==> src/hw/rtl/kicc_pkg.sv <==
// ----------------------------------------------------------------------------
// kicc_pkg
// Shared types and constants for the keyed IRQ claim and fire-counter table.
// ----------------------------------------------------------------------------
package kicc_pkg;

  localparam int unsigned NumLines   = 16;
  localparam int unsigned TableDepth = 16;

  localparam int unsigned CmdW   = 3;
  localparam int unsigned LineW  = 4;
  localparam int unsigned KeyW   = 32;
  localparam int unsigned CountW = 16;
  localparam int unsigned MaskW  = 16;
  localparam int unsigned ByteW  = 8;

  // Command codes
  localparam logic [CmdW-1:0] CmdClaim   = 3'd0;
  localparam logic [CmdW-1:0] CmdRelease = 3'd1;
  localparam logic [CmdW-1:0] CmdFire    = 3'd2;
  localparam logic [CmdW-1:0] CmdMask    = 3'd3;
  localparam logic [CmdW-1:0] CmdUnmask  = 3'd4;

  // Claim key value of each line after reset; the last line starts at zero.
  localparam logic [KeyW-1:0] KeyResetTable [TableDepth] = '{
    32'hAAFB39C0, 32'h12984C00, 32'h502EFB20, 32'hB39D82C0,
    32'hFA29E000, 32'hDCAC0210, 32'hAD830610, 32'h28903000,
    32'hB33FF000, 32'h103422A0, 32'hC720A290, 32'hFFFFAA30,
    32'hD729C200, 32'h00FCA320, 32'h0902AAF0, 32'h00000000
  };

  // Controller to datapath commands
  typedef struct packed {
    logic capture;  // latch the incoming transaction
    logic execute;  // read-modify-write the tables, load the result register
  } ctrl_cmd_t;

endpackage

==> src/hw/rtl/kicc_if.sv <==
// ----------------------------------------------------------------------------
// kicc_if
// Valid/ready channel interfaces for the request and result transactions.
// ----------------------------------------------------------------------------
interface kicc_req_if;
  logic                           valid;
  logic                           ready;
  logic [kicc_pkg::CmdW-1:0]      cmd;
  logic [kicc_pkg::LineW-1:0]     irq_line;
  logic [kicc_pkg::KeyW-1:0]      claim_key;

  modport source (output valid, cmd, irq_line, claim_key, input ready);
  modport sink   (input valid, cmd, irq_line, claim_key, output ready);
endinterface

interface kicc_rsp_if;
  logic                           valid;
  logic                           ready;
  logic                           granted;
  logic [kicc_pkg::CountW-1:0]    fire_count;
  logic [kicc_pkg::ByteW-1:0]     mask_byte;
  logic                           secondary_sel;

  modport source (output valid, granted, fire_count, mask_byte, secondary_sel,
                  input ready);
  modport sink   (input valid, granted, fire_count, mask_byte, secondary_sel,
                  output ready);
endinterface

==> src/hw/rtl/kicc_ctrl.sv <==
// ----------------------------------------------------------------------------
// kicc_ctrl
// Sequencer: capture a request, then run the table update when the result
// register can take the outcome.
// ----------------------------------------------------------------------------
module kicc_ctrl (
  input  logic                  clk_i,
  input  logic                  rst_ni,
  input  logic                  in_valid_i,
  output logic                  in_ready_o,
  output logic                  out_valid_o,
  input  logic                  out_ready_i,
  output kicc_pkg::ctrl_cmd_t   cmd_o
);

  localparam logic StIdle = 1'b0;
  localparam logic StExec = 1'b1;

  logic state_q, state_d;
  logic out_valid_q, out_valid_d;
  logic out_free;

  assign out_free = !out_valid_q || out_ready_i;

  always_comb begin
    state_d     = state_q;
    cmd_o       = '0;
    in_ready_o  = 1'b0;
    unique case (state_q)
      StIdle: begin
        in_ready_o  = 1'b1;
        cmd_o.capture = in_valid_i;
        if (in_valid_i) begin
          state_d = StExec;
        end
      end
      StExec: begin
        if (out_free) begin
          cmd_o.execute = 1'b1;
          state_d       = StIdle;
        end
      end
      default: state_d = StIdle;
    endcase
  end

  always_comb begin
    out_valid_d = out_valid_q;
    if (cmd_o.execute) begin
      out_valid_d = 1'b1;
    end else if (out_ready_i) begin
      out_valid_d = 1'b0;
    end
  end

  always_ff @(posedge clk_i or negedge rst_ni) begin
    if (!rst_ni) begin
      state_q     <= StIdle;
      out_valid_q <= 1'b0;
    end else begin
      state_q     <= state_d;
      out_valid_q <= out_valid_d;
    end
  end

  assign out_valid_o = out_valid_q;

endmodule

==> src/hw/rtl/kicc_datapath.sv <==
// ----------------------------------------------------------------------------
// kicc_datapath
// Key table, fire counters, mask word and the registered result.
// ----------------------------------------------------------------------------
module kicc_datapath #(
  parameter int unsigned NUM_LINES = kicc_pkg::NumLines
) (
  input  logic                          clk_i,
  input  logic                          rst_ni,
  input  kicc_pkg::ctrl_cmd_t           cmd_i,
  input  logic [kicc_pkg::CmdW-1:0]     cmd_code_i,
  input  logic [kicc_pkg::LineW-1:0]    irq_line_i,
  input  logic [kicc_pkg::KeyW-1:0]     claim_key_i,
  output logic                          granted_o,
  output logic [kicc_pkg::CountW-1:0]   fire_count_o,
  output logic [kicc_pkg::ByteW-1:0]    mask_byte_o,
  output logic                          secondary_sel_o
);

  localparam int unsigned IdxW = (NUM_LINES > 1) ? $clog2(NUM_LINES) : 1;

  // Captured request
  logic [kicc_pkg::CmdW-1:0]   cmd_q;
  logic [kicc_pkg::LineW-1:0]  line_q;
  logic [kicc_pkg::KeyW-1:0]   key_q;

  // Tables
  logic [kicc_pkg::KeyW-1:0]   keys_q [NUM_LINES];
  logic [kicc_pkg::CountW-1:0] cnt_q  [NUM_LINES];
  logic [kicc_pkg::MaskW-1:0]  mask_q, mask_d;

  // Result register
  logic                        granted_q;
  logic [kicc_pkg::CountW-1:0] count_q;
  logic [kicc_pkg::ByteW-1:0]  mask_byte_q;
  logic                        sec_q;

  logic [IdxW-1:0]             idx;
  logic                        in_range;
  logic                        line_nz;
  logic [kicc_pkg::KeyW-1:0]   rd_key, key_dec, key_d;
  logic [kicc_pkg::CountW-1:0] rd_cnt, cnt_d;
  logic [kicc_pkg::MaskW-1:0]  line_bit;
  logic                        granted_d;
  logic                        secondary;

  assign idx       = IdxW'(line_q);
  assign in_range  = 5'(line_q) < 5'(NUM_LINES);
  assign line_nz   = line_q != '0;
  assign rd_key    = in_range ? keys_q[idx] : '0;
  assign rd_cnt    = in_range ? cnt_q[idx]  : '0;
  assign key_dec   = rd_key - 32'd1;
  assign line_bit  = kicc_pkg::MaskW'(1) << line_q;
  assign secondary = line_q[kicc_pkg::LineW-1];

  always_comb begin
    key_d     = rd_key;
    cnt_d     = rd_cnt;
    mask_d    = mask_q;
    granted_d = 1'b0;
    if (in_range) begin
      unique case (cmd_q)
        kicc_pkg::CmdClaim: begin
          if (line_nz && rd_key == key_q) begin
            cnt_d     = '0;
            key_d     = rd_key + 32'd1;
            mask_d    = mask_q & ~line_bit;
            granted_d = 1'b1;
          end
        end
        kicc_pkg::CmdRelease: begin
          if (line_nz && key_dec == key_q) begin
            key_d     = key_dec;
            mask_d    = mask_q | line_bit;
            granted_d = 1'b1;
          end
        end
        kicc_pkg::CmdFire: begin
          if ((mask_q & line_bit) == '0) begin
            cnt_d = rd_cnt + 16'd1;
          end
        end
        kicc_pkg::CmdMask:   mask_d = mask_q | line_bit;
        kicc_pkg::CmdUnmask: mask_d = mask_q & ~line_bit;
        default: ;
      endcase
    end
  end

  // Request capture, no reset needed
  always_ff @(posedge clk_i) begin
    if (cmd_i.capture) begin
      cmd_q  <= cmd_code_i;
      line_q <= irq_line_i;
      key_q  <= claim_key_i;
    end
  end

  // Architectural state
  always_ff @(posedge clk_i or negedge rst_ni) begin
    if (!rst_ni) begin
      for (int i = 0; i < NUM_LINES; i++) begin
        keys_q[i] <= kicc_pkg::KeyResetTable[i];
        cnt_q[i]  <= '0;
      end
      mask_q <= '0;
    end else if (cmd_i.execute) begin
      if (in_range) begin
        keys_q[idx] <= key_d;
        cnt_q[idx]  <= cnt_d;
      end
      mask_q <= mask_d;
    end
  end

  // Result payload
  always_ff @(posedge clk_i) begin
    if (cmd_i.execute) begin
      granted_q   <= granted_d;
      count_q     <= cnt_d;
      mask_byte_q <= secondary ? mask_d[15:8] : mask_d[7:0];
      sec_q       <= secondary;
    end
  end

  assign granted_o       = granted_q;
  assign fire_count_o    = count_q;
  assign mask_byte_o     = mask_byte_q;
  assign secondary_sel_o = sec_q;

endmodule

==> src/hw/rtl/keyed_irq_claim_counter_table_top.sv <==
// ----------------------------------------------------------------------------
// keyed_irq_claim_counter_table_top
// Keyed interrupt-line claim table with per-line fire counters and mask word.
// ----------------------------------------------------------------------------
//
//  channel | dir | payload                                      | handshake
//  --------+-----+----------------------------------------------+-----------
//  in_i    | in  | cmd[2:0], irq_line[3:0], claim_key[31:0]     | valid/ready
//  out_o   | out | granted, fire_count[15:0], mask_byte[7:0],   | valid/ready
//          |     | secondary_sel                                |
//
//  Each transaction first captures the request, then runs the
//  read-modify-write of the line's key, counter and the mask word.
//  The result sits in an output register, so the next request is accepted
//  while a result is still waiting on out_o.
//  If the output register is still full when the update is due, the update
//  waits; in_i stays not ready until it runs.
//  Reset is asynchronous, active low; the key table loads its fixed values.
//
module keyed_irq_claim_counter_table_top #(
  parameter int unsigned NUM_LINES = kicc_pkg::NumLines
) (
  input  logic         clk_i,
  input  logic         rst_ni,
  kicc_req_if.sink     in_i,
  kicc_rsp_if.source   out_o
);

  kicc_pkg::ctrl_cmd_t ctrl_cmd;

  // Sequencer: owns the handshakes and the result-valid flag
  kicc_ctrl u_ctrl (
    .clk_i       (clk_i),
    .rst_ni      (rst_ni),
    .in_valid_i  (in_i.valid),
    .in_ready_o  (in_i.ready),
    .out_valid_o (out_o.valid),
    .out_ready_i (out_o.ready),
    .cmd_o       (ctrl_cmd)
  );

  // Tables and result payload
  kicc_datapath #(
    .NUM_LINES (NUM_LINES)
  ) u_datapath (
    .clk_i           (clk_i),
    .rst_ni          (rst_ni),
    .cmd_i           (ctrl_cmd),
    .cmd_code_i      (in_i.cmd),
    .irq_line_i      (in_i.irq_line),
    .claim_key_i     (in_i.claim_key),
    .granted_o       (out_o.granted),
    .fire_count_o    (out_o.fire_count),
    .mask_byte_o     (out_o.mask_byte),
    .secondary_sel_o (out_o.secondary_sel)
  );

endmodule

==> src/flat_wrapper.sv <==
// flat-port wrapper written by rule: the top's interface ports become plain ports
module keyed_irq_claim_counter_table_top_flat 
#(
  parameter int unsigned NUM_LINES = kicc_pkg::NumLines
)
  (clk_i, rst_ni, in_i_valid, in_i_cmd, in_i_irq_line, in_i_claim_key, in_i_ready, out_o_valid, out_o_granted, out_o_fire_count, out_o_mask_byte, out_o_secondary_sel, out_o_ready);
  kicc_req_if in_i_i ();
  kicc_rsp_if out_o_i ();
  input  logic clk_i;
  input  logic rst_ni;
  input wire logic [$bits(in_i_i.valid)-1:0] in_i_valid;
  input wire logic [$bits(in_i_i.cmd)-1:0] in_i_cmd;
  input wire logic [$bits(in_i_i.irq_line)-1:0] in_i_irq_line;
  input wire logic [$bits(in_i_i.claim_key)-1:0] in_i_claim_key;
  output wire logic [$bits(in_i_i.ready)-1:0] in_i_ready;
  output wire logic [$bits(out_o_i.valid)-1:0] out_o_valid;
  output wire logic [$bits(out_o_i.granted)-1:0] out_o_granted;
  output wire logic [$bits(out_o_i.fire_count)-1:0] out_o_fire_count;
  output wire logic [$bits(out_o_i.mask_byte)-1:0] out_o_mask_byte;
  output wire logic [$bits(out_o_i.secondary_sel)-1:0] out_o_secondary_sel;
  input wire logic [$bits(out_o_i.ready)-1:0] out_o_ready;
  assign in_i_i.valid = in_i_valid;
  assign in_i_i.cmd = in_i_cmd;
  assign in_i_i.irq_line = in_i_irq_line;
  assign in_i_i.claim_key = in_i_claim_key;
  assign in_i_ready = in_i_i.ready;
  assign out_o_valid = out_o_i.valid;
  assign out_o_granted = out_o_i.granted;
  assign out_o_fire_count = out_o_i.fire_count;
  assign out_o_mask_byte = out_o_i.mask_byte;
  assign out_o_secondary_sel = out_o_i.secondary_sel;
  assign out_o_i.ready = out_o_ready;
  keyed_irq_claim_counter_table_top #(.NUM_LINES(NUM_LINES)) u_core (.clk_i(clk_i), .rst_ni(rst_ni), .in_i(in_i_i), .out_o(out_o_i));
endmodule
==> config.mk <==
export PLATFORM = sky130hd
export DESIGN_NAME = keyed_irq_claim_counter_table_top_flat
export DESIGN_NICKNAME = d
export VERILOG_FILES = /design/src/hw/rtl/kicc_pkg.sv /design/src/hw/rtl/kicc_if.sv /design/src/hw/rtl/kicc_ctrl.sv /design/src/hw/rtl/kicc_datapath.sv /design/src/hw/rtl/keyed_irq_claim_counter_table_top.sv /design/src/flat_wrapper.sv
export SDC_FILE = /design/constraint.sdc
export NUM_CORES = 2
export LEC_CHECK = 0
export CAP_MARGIN = 20
export CORE_ASPECT_RATIO = 1.1
export CORE_MARGIN = 1.5
export CORE_UTILIZATION = 45
export CTS_BUF_LIST = sky130_fd_sc_hd__clkbuf_8
export DETAILED_ROUTE_END_ITERATION = 6
export DONT_BUFFER_PORTS = 1
export PLACE_DENSITY_LB_ADDON = 0.08
export RECOVER_POWER = 50
export SKIP_LAST_GASP = 1
export SYNTH_ARGS = -nofsm -noshare
export SYNTH_HDL_FRONTEND = slang
export SYNTH_SLANG_ARGS = --single-unit
export TNS_END_PERCENT = 30
==> constraint.sdc <==
create_clock -name clk_i -period 7.7 [get_ports clk_i]
set_input_delay 0.385 -clock clk_i [delete_from_list [all_inputs] [get_ports clk_i]]
set_output_delay 0.385 -clock clk_i [all_outputs]
set_load 0.1 [all_outputs]
==> metrics.txt <==
# TYPE chip_impl_metric gauge
chip_impl_info{name="run_status",value="finished with violations"} 1
chip_impl_info{name="failed_checks",value="design-rule violations, negative hold slack, max-capacitance violations, max-slew violations"} 1
chip_impl_metric{name="post-cts-setup-buffers",unit=""} 0
chip_impl_metric{name="boundaryPins",unit=""} 71
chip_impl_metric{name="wirelength",unit="µm"} 144000
chip_impl_metric{name="place_ws",unit="ps"} 600
chip_impl_info{name="cts_tree",value="built"} 1
chip_impl_info{name="yosys.area.top_type",value="dfrtp_1"} 1
chip_impl_metric{name="grt_overflow_total",unit=""} 0
chip_impl_metric{name="ff2ff_setup_slack",unit="ps"} 480
chip_impl_metric{name="route.detailed.vias_per_inst",unit=""} 6.18
chip_impl_metric{name="maximum_level_of_the_cts_h_tree",unit=""} 4
chip_impl_metric{name="clock_sink_count",unit=""} 851
chip_impl_metric{name="largest_net_degree_at_the_start_of_global_routing",unit=""} 787
chip_impl_metric{name="grt_pass1_wl",unit="µm"} 215000
chip_impl_metric{name="floorplan.die_area",unit="µm²"} 96200
chip_impl_info{name="holdCritPathClass",value="in2async"} 1
chip_impl_info{name="worst_setup_ep_type",value="flop"} 1
chip_impl_metric{name="syn2layout_area_growth",unit="%"} 11.1
chip_impl_metric{name="power_per_cell_area",unit="nW/µm²"} 269
chip_impl_metric{name="finalClockSkew",unit="ps"} 38.2
chip_impl_metric{name="critPathRequiredTime",unit="ps"} 8360
chip_impl_metric{name="critical_path_arrival",unit="ps"} 7880
chip_impl_metric{name="switching_fraction_of_total_power",unit=""} 0.357
chip_impl_info{name="rsz0062_at_grt",value="no"} 1
chip_impl_metric{name="worst_pin_slew",unit="ps"} 3070
chip_impl_metric{name="grt_antenna_before_repair",unit=""} 3
chip_impl_info{name="endpoint",value="u_core.u_datapath.keys_q[104]$_DFFE_PN0P_"} 1
chip_impl_metric{name="relSlewSlack",unit=""} -1.04
chip_impl_metric{name="p_leak",unit="nW"} 19.7
chip_impl_metric{name="clk_latency",unit="ps"} 870
chip_impl_metric{name="nets",unit=""} 3888
chip_impl_metric{name="netSwitchingPower",unit="mW"} 4.54
chip_impl_metric{name="synth-async-reset-ratio",unit=""} 0.924
chip_impl_metric{name="depth_of_the_most_critical_reg_to_reg_path",unit=""} 13
chip_impl_info{name="timing.critical_path.from_type",value="flop"} 1
chip_impl_metric{name="yosysTopAreaCellShare",unit=""} 0.355
chip_impl_metric{name="drc_errors",unit=""} 4
chip_impl_metric{name="hold_viol_final",unit=""} 607
chip_impl_metric{name="initial_core_util",unit=""} 0.457
chip_impl_info{name="worst_setup_path_startpoint",value="u_core.u_datapath.idx[0]$_DFFE_PP_"} 1
chip_impl_metric{name="period_needed",unit="ps"} 7220
chip_impl_info{name="synth_top_flop_cell",value="dfrtp_1"} 1
chip_impl_metric{name="first_pass_iters",unit=""} 7
chip_impl_metric{name="setup_viol",unit=""} 0
chip_impl_metric{name="synth.yosys.seq_area_share",unit=""} 0.515
chip_impl_metric{name="timing.final.max_slew_violations",unit=""} 589
chip_impl_metric{name="final_hold_slack",unit="ps"} -718
chip_impl_metric{name="synthDistinctLibCells",unit=""} 94
chip_impl_metric{name="syn_inst",unit=""} 3876
chip_impl_metric{name="numPortBuffers",unit=""} 0
chip_impl_info{name="reg2reg_from",value="u_core.u_datapath.idx[0]$_DFFE_PP_"} 1
chip_impl_metric{name="postCtsResizedCells",unit=""} 0
chip_impl_metric{name="grt.total_usage",unit=""} 0.302
chip_impl_metric{name="drtIter0Drc",unit=""} 2914
chip_impl_metric{name="total_via_count_after_detailed_routing",unit=""} 32200
chip_impl_info{name="timing_worst_setup_path_type",value="reg2reg"} 1
chip_impl_metric{name="number_of_buffers_between_clock_root_and_the_deepest_sink",unit=""} 3
chip_impl_metric{name="postLayoutSetupSlackWorst",unit="ps"} 482
chip_impl_metric{name="pwr-share-seq",unit=""} 0.448
chip_impl_metric{name="max_freq",unit="GHz"} 0.139
chip_impl_metric{name="hold_buffers",unit=""} 41
chip_impl_metric{name="die_width",unit="µm"} 296
chip_impl_info{name="ys_top_cells_by_area",value="dfrtp_1, dfstp_2, mux4_2, nand2_1, mux2_2"} 1
chip_impl_metric{name="cts_buffers",unit=""} 146
chip_impl_metric{name="floorplan.core_area",unit="µm²"} 93000
chip_impl_metric{name="synth-seq-cells",unit=""} 851
chip_impl_metric{name="chipHeight",unit="µm"} 325
chip_impl_metric{name="number_of_enable_flip_flop_cells_after_synthesis",unit=""} 65
chip_impl_metric{name="post_synth.cell_area_avg",unit="µm²"} 11.0
chip_impl_metric{name="synth.yosys.warnings",unit=""} 0
chip_impl_metric{name="antenna_violating_nets_post_route",unit=""} 0
chip_impl_metric{name="drv_cap",unit=""} 1
chip_impl_metric{name="timing.critical_path.fanout_max",unit=""} 33
chip_impl_metric{name="post_route_cells_drive_above_1_share",unit=""} 0.260
chip_impl_metric{name="timing.setup.tns",unit="ps"} 0
chip_impl_metric{name="gp_congestion",unit=""} 1.01
chip_impl_metric{name="power.internal",unit="mW"} 8.18
chip_impl_metric{name="wl_per_cell",unit="µm"} 27.6
chip_impl_metric{name="register_clock_pin_slew_on_the_reported_worst_setup_and_hold_paths",unit="ps"} 60
chip_impl_metric{name="dp_hpwl",unit="µm"} 91900
chip_impl_metric{name="vdd_ir_drop_max",unit="mV"} 0.190
chip_impl_info{name="worstReg2RegEnd",value="u_core.u_datapath.keys_q[104]$_DFFE_PN0P_"} 1
chip_impl_metric{name="min_period_over_period",unit=""} 0.937
chip_impl_metric{name="fp_rows",unit=""} 117
chip_impl_info{name="cts.root.buffer_cell",value="clkbuf_8"} 1
chip_impl_metric{name="syn_nets",unit=""} 3922
chip_impl_metric{name="comb_power_share",unit=""} 0.229
chip_impl_metric{name="grt_pass1_vias",unit=""} 32700
chip_impl_metric{name="synthesis.area",unit="µm²"} 42500
chip_impl_metric{name="clkPwrFrac",unit=""} 0.324
==> placed cells by master (no fill, tap or decap), types with 65 or more instances in the layout <==
cell / synthesis / layout
inv_1: 29 / 96
buf_4: 5 / 150
nand2_1: 694 / 678
edfxtp_1: 65 / 65
nor3_1: 95 / 92
mux4_2: 205 / 205
clkbuf_8: 0 / 165
dfrtp_1: 603 / 603
nor2_1: 206 / 191
o21ai_0: 430 / 429
dfstp_2: 183 / 176
nand3_1: 78 / 78
mux2_2: 192 / 192
==> critical path: stages, from the launching register on <==
cell and delay [ps]:
edfxtp_1 480, buf_4 640, mux4_2 600, nand2_1 110, nand4_2 460, nor3_2 890
nand3_1 490, or4_1 640, xnor2_1 190, nor3b_1 350, nand4_1 470, or4b_4 770
o221ai_2 640, a41oi_1 220
==> per-layer routing <==
layer / track usage / share of wire / vias up
met1: 0.395 / 0.42 / 16600
met4: 0.130 / 0.041 / 0
met3: 0.0484 / 0.057 / 312
met5: 0 / 0 / -
met2: 0.495 / 0.49 / 1227
li1: - / - / 14100
==> logic make-up (layout without fill, tap and decap cells) <==
kind of cell | Yosys count | count (layout) | synth area share
adder cells (fa/ha/maj) | 3 | 3 | 0.000884
multiplexers | 430 | 430 | 0.168
AO/OA/AOI/OAI | 794 | 794 | 0.118
AND/OR/NAND/NOR | 1315 | 1315 | 0.143
XOR/XNOR | 71 | 71 | 0.0146
other | 0 | 2 | 0
buffers and inverters | 412 | 500 | 0.0414
flip-flops | 851 | 851 | 0.515
==> cell usage after synthesis, types with 20 or more instances <==
cell type and instances:
a222oi_1 30, nor3_1 95, and4_1 21, nand3_1 78
dfstp_2 183, buf_1 24, nand4_1 25, or4_1 40
buf_2 33, a21oi_1 47, dfrtp_1 603, nor4_1 35
nor2_1 206, clkbuf_1 299, a22oi_1 47, mux2_2 192
mux2i_1 31, o21ai_0 430, mux4_2 205, a31oi_1 49
xor2_1 24, o31ai_1 29, nand2_1 694, inv_1 29
xnor2_1 47, buf_6 20, edfxtp_1 65
==> power groups by stage <==
stage / sequential [mW] / combinational (mW) / clock, mW
4_1_cts: 5.68 / 2.88 / 4.22
3_5_place_dp: 5.76 / 2.86 / 0
2_1_floorplan: 5.62 / 1.89 / 0
5_1_grt: 5.73 / 3.08 / 4.43
3_3_place_gp: 5.73 / 2.82 / 0
6_report: 5.69 / 2.91 / 4.12
==> metrics by stage <==
stage	cells	util	total power, mW	instance area [µm²]
2_1_floorplan	3876	-	7.52	42500
3_3_place_gp	4895	0.471	8.55	43800
3_5_place_dp	4896	0.471	8.61	43800
4_1_cts	5207	0.507	12.8	47100
5_1_grt	5214	0.508	13.2	47200
6_report	5215	0.508	12.7	47200
==> layout make-up <==
type | instances | area (µm²)
fillers | 8313 | 45800
flip-flops and latches | 851 | 21800
multi-input cells | 2613 | 19000
clock buffers | 165 | 2270
repair buffers | 200 | 1700
well taps | 1249 | 1560
clock inverters | 105 | 649
inverters | 30 | 113
diodes | 2 | 5.00
==> state kept, by name, summed over array words and instances, names as in the netlist <==
register                           flops
u_core.u_ctrl.out_valid_o              1
u_core.u_ctrl.state_q                  1
u_core.u_datapath.cmd_q                3
u_core.u_datapath.cnt_q              256
u_core.u_datapath.fire_count_o        16
u_core.u_datapath.granted_o            1
u_core.u_datapath.idx                  4
u_core.u_datapath.key_q               32
u_core.u_datapath.keys_q             512
u_core.u_datapath.mask_byte_o          8
u_core.u_datapath.mask_q              16
u_core.u_datapath.secondary_sel_o      1
==> worst min path at each step <==
stage	start	to	slack [ps]	cells past startpoint
floorplan	rst_ni	u_core.u_ctrl.out_valid_o$_DFFE_PN0P_	90	0
global placement	rst_ni	u_core.u_datapath.cnt_q[8]$_DFFE_PN0P_	140	0
detailed placement	rst_ni	u_core.u_datapath.cnt_q[56]$_DFFE_PN0P_	140	0
CTS	rst_ni	u_core.u_datapath.cnt_q[131]$_DFFE_PN0P_	-780	0
global route	rst_ni	u_core.u_datapath.cnt_q[56]$_DFFE_PN0P_	-780	0
finish	rst_ni	u_core.u_datapath.cnt_q[56]$_DFFE_PN0P_	-720	0
No activity file was read; power rests on OpenSTA's default activity.
